## config.mk

```make
export PLATFORM = sky130hd
export DESIGN_NAME = x86_control_register_unit
export DESIGN_NICKNAME = d
export VERILOG_FILES = /design/src/rtl/cru_pkg.sv /design/src/rtl/cru_exec.sv /design/src/rtl/cru_regfile.sv /design/src/rtl/x86_control_register_unit.sv
export VERILOG_INCLUDE_DIRS = /design/src /design/src/rtl
export SDC_FILE = /design/constraint.sdc
export NUM_CORES = 1
export LEC_CHECK = 0
export ABC_AREA = 1
export CAP_MARGIN = 30
export CORE_MARGIN = 2
export CORE_UTILIZATION = 28
export CTS_BUF_LIST = sky130_fd_sc_hd__clkbuf_2
export DETAILED_ROUTE_END_ITERATION = 8
export DONT_BUFFER_PORTS = 1
export GPL_TIMING_DRIVEN = 0
export HOLD_SLACK_MARGIN = 0.02
export SYNTH_ARGS = -nofsm -noshare
export SYNTH_HDL_FRONTEND = slang
export SYNTH_SLANG_ARGS = --single-unit
```

## constraint.sdc

```tcl
create_clock -name clk -period 2.8 [get_ports clk]
set_input_delay 0.56 -clock clk [delete_from_list [all_inputs] [get_ports clk]]
set_output_delay 0.56 -clock clk [all_outputs]
set_load 0.02 [all_outputs]
```

## src/rtl/x86_control_register_unit_macros.svh

```systemverilog
// Assertion helpers for the control register unit.
// Both sample on clk and are off while rst_n is low.
`ifndef X86_CONTROL_REGISTER_UNIT_MACROS_SVH
`define X86_CONTROL_REGISTER_UNIT_MACROS_SVH

// Same-cycle implication.
`define CRU_ASSERT_IMP(lbl, ante, cons) \
  lbl: assert property (@(posedge clk) disable iff (!rst_n) (ante) |-> (cons)) \
    else $error("control register unit: same-cycle check failed");

// Next-cycle implication.
`define CRU_ASSERT_NEXT(lbl, ante, cons) \
  lbl: assert property (@(posedge clk) disable iff (!rst_n) (ante) |=> (cons)) \
    else $error("control register unit: next-cycle check failed");

`endif

```

## src/rtl/cru_pkg.sv

```systemverilog
`default_nettype none

package cru_pkg;

  // access kinds
  localparam logic [2:0] ACT_WRITE = 3'd0;
  localparam logic [2:0] ACT_READ  = 3'd1;
  localparam logic [2:0] ACT_LMSW  = 3'd2;
  localparam logic [2:0] ACT_CLTS  = 3'd3;
  localparam logic [2:0] ACT_SMSW  = 3'd4;

  // control register numbers
  localparam logic [2:0] CR_IDX_0 = 3'd0;
  localparam logic [2:0] CR_IDX_2 = 3'd2;
  localparam logic [2:0] CR_IDX_3 = 3'd3;
  localparam logic [2:0] CR_IDX_4 = 3'd4;

  // fault codes
  localparam logic [1:0] FAULT_NONE = 2'd0;
  localparam logic [1:0] FAULT_GP   = 2'd1;
  localparam logic [1:0] FAULT_UD   = 2'd2;

  // CR0 bit positions
  localparam int CR0_PE_BIT = 0;
  localparam int CR0_TS_BIT = 3;
  localparam int CR0_ET_BIT = 4;
  localparam int CR0_NW_BIT = 29;
  localparam int CR0_CD_BIT = 30;
  localparam int CR0_PG_BIT = 31;

  localparam logic [31:0] CR0_MASK     = 32'he005003f;
  localparam logic [31:0] CR3_MASK     = 32'hfffff018;
  localparam logic [31:0] CR4_RESERVED = 32'hfffffc00;
  localparam int          CR4_W        = 10;
  localparam logic [CR4_W-1:0] CR4_TLB_BITS = 10'h0b0;
  localparam logic [31:0] MSW_BITS     = 32'h0000000f;

  localparam logic FPU_PRESENT_RST = 1'b1;

  typedef struct packed {
    logic [2:0]  action;
    logic [2:0]  cr_index;
    logic        register_form;
    logic [31:0] data;
    logic        protected_mode;
    logic        vm86;
    logic [1:0]  cpl;
  } item_t;

  typedef struct packed {
    logic [31:0] read_data;
    logic [1:0]  fault;
    logic        flush_tlb;
    logic        enter_protected;
    logic        leave_protected;
    logic        paging_on;
    logic        paging_off;
  } result_t;

  typedef struct packed {
    logic [31:0]      cr0;
    logic [31:0]      cr2;
    logic [31:0]      cr3;
    logic [CR4_W-1:0] cr4;
  } cr_state_t;

endpackage

`default_nettype wire

```

## src/rtl/cru_exec.sv

```systemverilog
`default_nettype none

// Single-pass execute: checks, result and next register contents.
module cru_exec (
  input  wire cru_pkg::item_t     item,
  input  wire cru_pkg::cr_state_t st,
  input  wire                     fpu_present,
  output cru_pkg::result_t        res,
  output cru_pkg::cr_state_t      st_nxt
);

  logic        mov_bad;
  logic        msw_bad;
  logic [31:0] cr0_new;
  logic [31:0] cr0_chg;
  logic        cr0_refused;
  logic [31:0] lmsw_new;

  assign mov_bad = item.protected_mode && (item.vm86 || (item.cpl != 2'd0));
  assign msw_bad = item.protected_mode && (item.cpl != 2'd0);

  assign cr0_refused =
    (item.data[cru_pkg::CR0_PG_BIT] && !item.data[cru_pkg::CR0_PE_BIT]) ||
    (item.data[cru_pkg::CR0_NW_BIT] && !item.data[cru_pkg::CR0_CD_BIT]);

  always_comb begin
    cr0_new = item.data & cru_pkg::CR0_MASK;
    cr0_new[cru_pkg::CR0_ET_BIT] = fpu_present;
  end

  assign cr0_chg = st.cr0 ^ cr0_new;

  // PE may be set but never cleared by LMSW
  assign lmsw_new = (st.cr0 & ~cru_pkg::MSW_BITS) | (item.data & cru_pkg::MSW_BITS)
                  | (st.cr0 & 32'h1);

  always_comb begin
    res    = '0;
    st_nxt = st;
    case (item.action)
      cru_pkg::ACT_WRITE: begin
        if (!item.register_form) begin
          res.fault = cru_pkg::FAULT_UD;
        end else if (mov_bad) begin
          res.fault = cru_pkg::FAULT_GP;
        end else begin
          case (item.cr_index)
            cru_pkg::CR_IDX_0: begin
              if (cr0_refused) begin
                res.fault = cru_pkg::FAULT_GP;
              end else begin
                st_nxt.cr0          = cr0_new;
                res.flush_tlb       = cr0_chg[cru_pkg::CR0_PE_BIT] ||
                                      cr0_chg[cru_pkg::CR0_PG_BIT];
                res.enter_protected = cr0_chg[cru_pkg::CR0_PE_BIT] &&
                                      cr0_new[cru_pkg::CR0_PE_BIT];
                res.leave_protected = cr0_chg[cru_pkg::CR0_PE_BIT] &&
                                      !cr0_new[cru_pkg::CR0_PE_BIT];
                res.paging_on       = cr0_chg[cru_pkg::CR0_PG_BIT] &&
                                      cr0_new[cru_pkg::CR0_PG_BIT];
                res.paging_off      = cr0_chg[cru_pkg::CR0_PG_BIT] &&
                                      !cr0_new[cru_pkg::CR0_PG_BIT];
              end
            end
            cru_pkg::CR_IDX_2: begin
              st_nxt.cr2 = item.data;
            end
            cru_pkg::CR_IDX_3: begin
              st_nxt.cr3    = item.data & cru_pkg::CR3_MASK;
              res.flush_tlb = 1'b1;
            end
            cru_pkg::CR_IDX_4: begin
              if ((item.data & cru_pkg::CR4_RESERVED) != 32'd0) begin
                res.fault = cru_pkg::FAULT_GP;
              end else begin
                st_nxt.cr4    = item.data[cru_pkg::CR4_W-1:0];
                res.flush_tlb = ((st.cr4 ^ item.data[cru_pkg::CR4_W-1:0])
                                 & cru_pkg::CR4_TLB_BITS) != '0;
              end
            end
            default: begin
              res.fault = cru_pkg::FAULT_UD;
            end
          endcase
        end
      end
      cru_pkg::ACT_READ: begin
        if (!item.register_form) begin
          res.fault = cru_pkg::FAULT_UD;
        end else if (mov_bad) begin
          res.fault = cru_pkg::FAULT_GP;
        end else begin
          case (item.cr_index)
            cru_pkg::CR_IDX_0: res.read_data = st.cr0;
            cru_pkg::CR_IDX_2: res.read_data = st.cr2;
            cru_pkg::CR_IDX_3: res.read_data = st.cr3;
            cru_pkg::CR_IDX_4: res.read_data = {{(32-cru_pkg::CR4_W){1'b0}}, st.cr4};
            default:           res.fault     = cru_pkg::FAULT_UD;
          endcase
        end
      end
      cru_pkg::ACT_LMSW: begin
        if (msw_bad) begin
          res.fault = cru_pkg::FAULT_GP;
        end else begin
          st_nxt.cr0          = lmsw_new;
          res.enter_protected = !st.cr0[cru_pkg::CR0_PE_BIT] &&
                                lmsw_new[cru_pkg::CR0_PE_BIT];
        end
      end
      cru_pkg::ACT_CLTS: begin
        if (msw_bad) begin
          res.fault = cru_pkg::FAULT_GP;
        end else begin
          st_nxt.cr0[cru_pkg::CR0_TS_BIT] = 1'b0;
        end
      end
      cru_pkg::ACT_SMSW: begin
        res.read_data = st.cr0;
      end
      default: begin
        res.fault = cru_pkg::FAULT_UD;
      end
    endcase
  end

endmodule

`default_nettype wire

```

## src/rtl/cru_regfile.sv

```systemverilog
`default_nettype none

// CR0/CR2/CR3/CR4 storage, loaded when an item executes.
module cru_regfile (
  input  wire                     clk,
  input  wire                     rst_n,
  input  wire                     load,
  input  wire cru_pkg::cr_state_t st_nxt,
  output cru_pkg::cr_state_t      st
);

  cru_pkg::cr_state_t st_r;

  always_ff @(posedge clk) begin
    if (!rst_n) begin
      st_r <= '0;
    end else if (load) begin
      st_r <= st_nxt;
    end
  end

  assign st = st_r;

endmodule

`default_nettype wire

```

## src/rtl/x86_control_register_unit.sv

```systemverilog
// Control register unit: CR0, CR2, CR3, CR4 and the MOV CR, LMSW, CLTS,
// SMSW accesses.
// Input channel in_*: one access per transfer (in_valid high, in_stall low).
// Result channel out_*: exactly one result per access, in order; fault
//   codes 0 none, 1 #GP, 2 #UD / bad register, with all other fields zero
//   on a fault.
// Config: cfg_wr_en/cfg_wr_data load fpu_present (forces CR0.ET on CR0
//   moves); write it only while the unit is idle.
// Pipeline: an access passes the input register, then executes into the
//   result register and the control registers.
// Throughput: one access per cycle, back to back, unless out_stall holds;
//   an access sees the register contents left by the one before it with no
//   bubble, as the register file loads in the same cycle as the result.
// Stall: when out_stall holds a valid result, the input stage keeps its
//   access and in_stall rises only if that stage is full; a result is
//   never dropped and registers change only when an access executes.
// Reset (rst_n low, synchronous): both stages empty, CR0/CR2/CR3/CR4
//   cleared, fpu_present set to 1.
`default_nettype none

module x86_control_register_unit (
  input  wire        clk,
  input  wire        rst_n,

  input  wire        cfg_wr_en,
  input  wire        cfg_wr_data,

  input  wire        in_valid,
  output logic       in_stall,
  input  wire [2:0]  in_action,
  input  wire [2:0]  in_cr_index,
  input  wire        in_register_form,
  input  wire [31:0] in_data,
  input  wire        in_protected_mode,
  input  wire        in_vm86,
  input  wire [1:0]  in_cpl,

  output logic       out_valid,
  input  wire        out_stall,
  output logic [31:0] out_read_data,
  output logic [1:0] out_fault,
  output logic       out_flush_tlb,
  output logic       out_enter_protected,
  output logic       out_leave_protected,
  output logic       out_paging_on,
  output logic       out_paging_off
);

`include "x86_control_register_unit_macros.svh"

  // configuration
  logic fpu_present_r;

  always_ff @(posedge clk) begin
    if (!rst_n) begin
      fpu_present_r <= cru_pkg::FPU_PRESENT_RST;
    end else if (cfg_wr_en) begin
      fpu_present_r <= cfg_wr_data;
    end
  end

  // input stage
  logic              in_valid_r;
  cru_pkg::item_t    item_r;
  logic              exec_go;
  logic              in_take;

  // result stage
  logic              out_valid_r;
  cru_pkg::result_t  res_r;
  cru_pkg::result_t  res_nxt;

  cru_pkg::cr_state_t st;
  cru_pkg::cr_state_t st_nxt;

  // execute when the result register is free or being drained this cycle
  assign exec_go  = in_valid_r && (!out_valid_r || !out_stall);
  assign in_stall = in_valid_r && !exec_go;
  assign in_take  = in_valid && !in_stall;

  always_ff @(posedge clk) begin
    if (!rst_n) begin
      in_valid_r <= 1'b0;
    end else if (in_take) begin
      in_valid_r <= 1'b1;
    end else if (exec_go) begin
      in_valid_r <= 1'b0;
    end
  end

  // payload needs no reset
  always_ff @(posedge clk) begin
    if (in_take) begin
      item_r <= '{action:         in_action,
                  cr_index:       in_cr_index,
                  register_form:  in_register_form,
                  data:           in_data,
                  protected_mode: in_protected_mode,
                  vm86:           in_vm86,
                  cpl:            in_cpl};
    end
  end

  cru_exec u_exec (
    .item        (item_r),
    .st          (st),
    .fpu_present (fpu_present_r),
    .res         (res_nxt),
    .st_nxt      (st_nxt)
  );

  cru_regfile u_regfile (
    .clk    (clk),
    .rst_n  (rst_n),
    .load   (exec_go),
    .st_nxt (st_nxt),
    .st     (st)
  );

  always_ff @(posedge clk) begin
    if (!rst_n) begin
      out_valid_r <= 1'b0;
    end else if (exec_go) begin
      out_valid_r <= 1'b1;
    end else if (!out_stall) begin
      out_valid_r <= 1'b0;
    end
  end

  always_ff @(posedge clk) begin
    if (exec_go) begin
      res_r <= res_nxt;
    end
  end

  assign out_valid           = out_valid_r;
  assign out_read_data       = res_r.read_data;
  assign out_fault           = res_r.fault;
  assign out_flush_tlb       = res_r.flush_tlb;
  assign out_enter_protected = res_r.enter_protected;
  assign out_leave_protected = res_r.leave_protected;
  assign out_paging_on       = res_r.paging_on;
  assign out_paging_off      = res_r.paging_off;

  // a faulting result carries nothing else
  `CRU_ASSERT_IMP(a_fault_clean, out_valid_r && (res_r.fault != cru_pkg::FAULT_NONE),
    (res_r.read_data == 32'd0) && !res_r.flush_tlb && !res_r.enter_protected &&
    !res_r.leave_protected && !res_r.paging_on && !res_r.paging_off)
  // stored CR0 never holds PG without PE or NW without CD
  `CRU_ASSERT_IMP(a_cr0_legal, 1'b1,
    (!st.cr0[cru_pkg::CR0_PG_BIT] || st.cr0[cru_pkg::CR0_PE_BIT]) &&
    (!st.cr0[cru_pkg::CR0_NW_BIT] || st.cr0[cru_pkg::CR0_CD_BIT]))
  // a stalled result register keeps its item when nothing executes
  `CRU_ASSERT_NEXT(a_res_hold, out_valid_r && out_stall, out_valid_r && $stable(res_r))
  // mode switch flags are exclusive
  `CRU_ASSERT_IMP(a_flags_excl, out_valid_r,
    !(res_r.enter_protected && res_r.leave_protected) &&
    !(res_r.paging_on && res_r.paging_off))

endmodule

`default_nettype wire
```

Word level (Yosys, flattened, before mapping) --
Index checks and enable logic that the tools add are counted.
Word-level totals: register bits after elaboration 181, input bits 49, output and inout bits 41
Operators by class: equal/unequal tests 14, muxes and demuxes 39, bitwise operators 9, reduce and logical (&&, ||, !) cells 42
Operator list (count):
- 32-bit 2-to-1 mux | 7
- 106-bit 2-to-1 mux | 2
- 32-bit one-hot mux with 4 select lines | 1
- 32-bit one-hot mux with 2 select lines | 1
- 28-bit one-hot mux with 2 select lines | 1
- 32-bit by 1-bit bitwise OR with 32-bit output | 1
- 32-bit by 4-bit bitwise OR with 32-bit output | 1
- 32-bit nonzero test | 1
- 32-bit bitwise XOR | 1
- 10-bit 2-to-1 mux | 2
- 3-bit by 2-bit equality test with 1-bit output (second input constant) | 4
- 1-bit logical AND | 12
- 4-bit 2-to-1 mux | 3
- 2-bit != test (second input constant) | 6
- 1-bit 2-to-1 mux | 10
- 2-bit 2-to-1 mux | 5
- 5-bit AND reduction | 2
- 10-bit nonzero test | 1
- 1-bit logical NOT | 8
- 2-bit one-hot mux with 4 select lines | 1
- 8-bit AND reduction | 1
- 8-bit bitwise XOR | 1
- 7-bit AND reduction | 1
- 3-bit equality test (second input constant) | 2
- 17 further kinds | 29

Longest topological paths before layout --
Gate-level depths: netlist (run 1).
depth in word-level cells 8, mapped depth 11

Modules after synthesis --
Synthesis (run 1) repeated with hierarchy kept, for this count alone.
Second synthesis, totals: cells, all modules 1257, area total of the unflattened synthesis 9315.2 µm²
Modules (own cells, without submodules):
- cru_regfile | times used 1, cells an instance 672, area an instance 4409.2 µm², sequential area each 2122.0 µm²
- x86_control_register_unit | times used 1, cells an instance 99, area an instance 2591.2 µm², sequential area each 2522.4 µm²
- cru_exec | times used 1, cells an instance 486, area an instance 2314.7 µm², sequential area each 0.0 µm²

Least setup slack after synthesis (run 1) --
OpenSTA, ideal clock, no wires.
path kind input to register, from in out_stall, to reg u_regfile.st_r, in the netlist u_regfile.st[22], library setup time 116 ps, arrival time 2291 ps, data required time 2684 ps, slack 393 ps, stages 7, path buffers 1, cell sequence nand2_1 nand2_1 inv_1 nand4_2 clkbuf_2 o21ai_0 nor2_1
Between the ends: cells in the longest elaborated chain, start to end 4
RTL lines:
- start: declaration | RTL line x86_control_register_unit.sv:39 | input wire out_stall,
- 1-bit logical NOT
- 1-bit logical OR | RTL line x86_control_register_unit.sv:77 | assign exec_go = in_valid_r && (!out_valid_r || !out_stall);
- 1-bit logical AND | RTL line x86_control_register_unit.sv:77
- via exec_go | RTL line x86_control_register_unit.sv:65 | logic exec_go;
- 5-bit AND reduction (no line)
- end signal: assignment | RTL line cru_regfile.sv:18 | st_r <= st_nxt;
- end: declaration | RTL line cru_regfile.sv:12 | cru_pkg::cr_state_t st_r;
The timed path passes the listed nets, and every way through them passes these cells. A chain may end at the register's enable or synchronous reset.

Worst setup path after layout (run 1) --
from reg out_valid_r, in the netlist out_valid, to out in_stall
Between the ends: cells in the longest elaborated chain, start to end 5
RTL lines:
- start: declaration | RTL line x86_control_register_unit.sv:69 | logic out_valid_r;
- start signal: assignment | RTL line x86_control_register_unit.sv:122 | out_valid_r <= 1'b0;
- start signal: assignment | RTL line x86_control_register_unit.sv:124 | out_valid_r <= 1'b1;
- start signal: assignment | RTL line x86_control_register_unit.sv:126 | out_valid_r <= 1'b0;
- 1-bit logical NOT | RTL line x86_control_register_unit.sv:77
- 1-bit logical OR | RTL line x86_control_register_unit.sv:77
- 1-bit logical AND | RTL line x86_control_register_unit.sv:77
- 1-bit logical NOT | RTL line x86_control_register_unit.sv:78 | assign in_stall = in_valid_r && !exec_go;
- 1-bit logical AND | RTL line x86_control_register_unit.sv:78
- end: declaration | RTL line x86_control_register_unit.sv:29 | output logic in_stall,
Every way passes these cells.

==> results of run 1 <==
## synth_stat cells (all sizes together)
cell type	instances
nor3	4
buf	9
nand3	21
and2	1
a22oi	17
o21ai	77
ha	5
o22ai	7
clkbuf	15
dfxtp	78
inv	80
or2	1
edfxtp	82
nand4	3
xnor2	1
a21oi	50
nand3b	5
nor2	138
nand2	85
a22o	3
## per-layer routing
metal	part of all wire [%]	track usage (%)
met1	45	18.3
met2	47	22.9
met3	5.8	3.82
met4	1.8	5.64
met5	0	0
## power breakdown
group	internal, uW	leakage (uW)	switching [uW]	total [uW]
combinational	96.7	0.00109	165	262
sequential	2540	0.00143	72.3	2610
clock	427	0.000140	879	1310
total	3060	0.00265	1120	4180
## registers in the layout, summed over array words and instances (netlist names)
signal,flops
out_read_data,32
u_regfile.st,75
out_valid,1
item_r,43
out_flush_tlb,1
out_paging_on,1
out_enter_protected,1
out_fault,2
out_paging_off,1
fpu_present_r,1
in_valid_r,1
out_leave_protected,1
## through the flow
stage	TNS, ns	std cells
2_1_floorplan	0	682
3_3_place_gp	-15.26	967
3_5_place_dp	0	969
4_1_cts	0	1048
5_1_grt	0	1049
6_report	0	1049
## worst reg2reg max path: cells and delay by family, from the launching register on
family          cells  cell delay (ns)
buf+inv             1             0.21
compound gates      1             0.32
flops               1             0.57
simple gates        5             0.87
## worst max-delay path by stage
stage | slack (ns) | end | from
floorplan | 0.39 | u_regfile.st[22]$_SDFFE_PN0P_ | out_stall
global placement | -0.52 | u_regfile.st[23]$_SDFFE_PN0P_ | out_stall
detailed placement | 0.54 | u_regfile.st[22]$_SDFFE_PN0P_ | out_stall
CTS | 0.41 | in_stall | out_valid$_SDFFE_PN0P_
global route | 0.36 | in_stall | out_valid$_SDFFE_PN0P_
finish | 0.49 | in_stall | out_valid$_SDFFE_PN0P_
## what timing repair did
action / CTS / global route
buffers inserted: 0 / 0
hold buffers: 47 / 0
resized for setup: 0 / 0
hold endpoints to repair: 46 / 0
## kinds of logic after synthesis
logic type	after synthesis	share of synthesized area, %
AND/OR/NAND/NOR	258	17.7
AO/OA/AOI/OAI	154	12.9
adder cells (fa/ha/maj)	5	0.960
flip-flops	160	61.8
buffers and inverters	104	6.49
XOR/XNOR	1	0.134
## cell type report
type	instances	area [sq um]
fillers	2365	15100
flip-flops and latches	160	4020
multi-input cells	418	2070
repair buffers	49	510
well taps	285	357
inverters	80	300
clock inverters	14	156
plain buffers	24	123
clock buffers	18	90.1
diodes	1	2.50
==> results.cfg, run 1 <==
[synthesis]
synth.area.top_cells = edfxtp_1 (38%), dfxtp_1 (24%), nor2_1 (6.8%)
yosys.area.top_type = edfxtp_1
syn_nets = 736
yosysWarnings = 0
ys_seq_area_share_pct = 61.8
synth_area_sq_um = 6510
yosysUniqueCellTypes = 33
ys_ff_latch = 160
syn_inst = 682
synth_area_per_cell_sq_um = 9.55
synth_top_area_share_pct = 37.8

[final_layout]
drive_gt1_share_pct = 10.9
nNetsFinal = 804
fin_area_sq_um = 7630
final_cell_mix = nor2_1 (118), edfxtp_1 (82), nand2_1 (80)
mostFrequentLayoutCell = nor2_1
utilization_pct = 33.6
area_delta_synth_final_pct = 17.1

[clock_network]
path_clk_slew_ns = 0.25
htreeDepth = 4
cts.path.max_buffers = 2
cts_buffers = 17
numClockSinks = 160
tritoncts = built
cts-root-buf = clkbuf_2
clock_latency_ns = 0.78

[pwr]
power.total_uw = 4180
peakVddDrop_mv = 0.211
p_leak_uw = 0.00265
cellPowerDensity_nw_per_um2 = 547

[setup_path]
r2r-start = item_r[41]$_DFFE_PP_
critical_path.cell_chain = nand2_1 > nor2_1
critPathTopFamily = flip-flops
crit_required_ns = 2.24
critPathCaptureType = primary output
slowest_stage = dfxtp_1
path_class = reg2out
slowest_delay_ns = 0.50
reg2reg_depth = 7
reg2reg_to = out_read_data[30]$_SDFFCE_PN0P_
cp.buffers_inverters = 0
worstSetupStartpointType = register
r2r_setup_slack_ns = 0.67
cp_max_fo = 3
cp_data_arrival_time_ns = 1.75
path_depth = 2

[sta]
fin_hold_ws_ns = 0.186
fin_ws_ns = 0.488
worst_clock_skew_ns = 0.0457
slew_headroom_pct = 47.7
rsz0062_at_grt = no
tightest_slew_ns = 0.780
fmax_mhz = 433
slew_violations = 0
period_share_pct = 82.6
hold_violations = 0
fin_crit_ns = 2.31
setup_violations = 0

[drt]
drt_iter0_drc = 394
first_pass_iters = 5
antenna_left = 0
viasPerCell = 4.64
avgRoutedWirePerCell_um = 16.2
wl_um = 17000
num_vias = 4868
drc = 0

[floorplanning]
dieWidth_um = 157
die_h_um = 157
die_area_sq_um = 24500
num_rows = 55
core_area_sq_um = 22700
io_pins = 90
start_util_pct = 28.7

[status]
status = finished clean

[worst_hold_path]
hold_end = u_regfile.st[53]$_SDFFE_PN0P_
min-delay-start = rst_n
hold_class = in2reg
whs_path_depth = 3

[run]
maxCapViolCount = 0

[global_routing]
antenna_found_initial = 1
globalRouteOverflowTotal = 0
first_global_vias = 4671
grt_pass1_wl_um = 26100
grt_max_degree = 34
grtUsageTotal_pct = 14.2

[placed_design]
placedInstanceArea_sq_um = 6910
detailed_place_hpwl_um = 11900
pre_cts_ws_ns = 0.537
globalplace.congestion = 0.864
io_buffers = 0
(Power assumes the default switching activity.)
==> run 2, diff against run 1 <==
Clock period 2.8 ns to 2.35 ns, I/O delays scaled along.
==> results.cfg, run 2 (synthesis gave the netlist of run 1 again) <==
[final_layout]
drive_gt1_share_pct = 11.0
nNetsFinal = 804
utilization_pct = 33.6
final_cells = 1049
mostFrequentLayoutCell = nor2_1
area_delta_synth_final_pct = 17.2
largest_register_ffs = 75
final_cell_mix = nor2_1 (117), edfxtp_1 (82), nand2_1 (80)

[pwr]
cellPowerDensity_nw_per_um2 = 651
p_leak_uw = 0.00265
pwr-share-clk_pct = 31.2
power.total_uw = 4970
sw_frac_of_total_pct = 26.7
peakVddDrop_mv = 0.251
intPower_uw = 3650
power.switching_uw = 1330
pwr-share-comb_pct = 6.3
seqPwrFrac_pct = 62.5

[clock_network]
clock_latency_ns = 0.77
cts-root-buf = clkbuf_2
path_clk_slew_ns = 0.24
cts_buffers = 17
numClockSinks = 160
htreeDepth = 4
tritoncts = built
cts_setup_buffers = 0
cts.path.max_buffers = 2

[setup_path]
worstSetupStartpoint = item_r[41]$_DFFE_PP_
r2r-start = item_r[41]$_DFFE_PP_
reg2reg_depth = 7
critPathCaptureType = register
path_class = reg2reg
cp_data_arrival_time_ns = 2.69
crit_required_ns = 2.91
cp_max_fo = 8
worstSetupStartpointType = register

[run]
maxCapViolCount = 0

[status]
status = finished clean

[floorplanning]
core_area_sq_um = 22700
dieWidth_um = 157
die_h_um = 157
num_rows = 55
io_pins = 90
start_util_pct = 28.7
die_area_sq_um = 24500

[placed_design]
globalplace.congestion = 0.864
dp.cells = 969
io_buffers = 0
detailed_place_hpwl_um = 11900

[drt]
num_vias = 4856
drc = 0
viasPerCell = 4.63
wl_um = 17000
antenna_left = 0
first_pass_iters = 5
drt_iter0_drc = 373
avgRoutedWirePerCell_um = 16.2

[global_routing]
first_global_vias = 4671
grt_max_degree = 34
antenna_found_initial = 1
grt_pass1_wl_um = 26100
grtUsageTotal_pct = 14.2
globalRouteOverflowTotal = 0

[sta]
fin_crit_ns = 2.13
slew_violations = 0
slew_headroom_pct = 48.3
worst_clock_skew_ns = 0.0355
rsz0062_at_grt = no
setup_violations = 0
tightest_slew_ns = 0.771
hold_violations = 0
fmax_mhz = 470
period_share_pct = 90.6

[worst_hold_path]
min-delay-start = rst_n
whs_path_depth = 3
hold_class = in2reg
## run 2: cell counts in the layout (fill, tap and decap cells not counted)
No cell type changed its count.
## run 2: final timing paths
kind                                                        end  slack (ns)
worst min register to register    u_regfile.st[50]$_SDFFE_PN0P_        0.46
worst max-delay path            out_read_data[30]$_SDFFCE_PN0P_        0.22
worst min-delay path              u_regfile.st[53]$_SDFFE_PN0P_        0.11
worst max register to register  out_read_data[30]$_SDFFCE_PN0P_        0.22
## run 2: final cells by class
class                   instances  area, sq um
plain buffers                  24          123
diodes                          1         2.50
clock buffers                  18         90.1
multi-input cells             418         2070
well taps                     285          357
flip-flops and latches        160         4020
clock inverters                14          156
fillers                      2365        15100
inverters                      80          303
repair buffers                 49          510
## run 2: routing by layer
layer	global-route usage [%]	part of all wire, %
met5	0	0
met4	5.64	2.1
met3	3.82	5.1
met2	22.9	47
met1	18.3	46
## run 2: power groups by stage
stage / combinational (uW) / clock (uW) / sequential, uW
finish: 313 / 1550 / 3110
global route: 349 / 1690 / 3120
global placement: 235 / 0 / 3170
floorplan: 169 / 0 / 3150
CTS: 315 / 1590 / 3110
detailed placement: 247 / 0 / 3170
## run 2: timing repair
action                                  in CTS  in global routing
gates resized for setup                      0                  2
hold buffers                                47                  0
endpoints found under the setup margin       0                  2
endpoints found under the hold margin       46                  0
## run 2: worst max-delay path, stage by stage, from the launching register on
cell      delay (ns)
edfxtp_1        0.56
nor2_1          0.19
nand2_1         0.11
nor2_4          0.13
nand2_4         0.14
o21ai_2         0.29
inv_1           0.24
o22ai_1         0.29
## run 2: stage by stage
stage | TNS, ns | setup slack (ns) | hold slack [ns] | area [sq um]
global route | 0 | 0.0403 | 0.0703 | 7640
floorplan | 0 | 0.0330 | 0.424 | 6520
CTS | 0 | 0.0493 | 0.0351 | 7630
global placement | -47.00 | -0.883 | 0.432 | 6870
detailed placement | 0 | 0.177 | 0.436 | 6910
finish | 0 | 0.221 | 0.106 | 7640
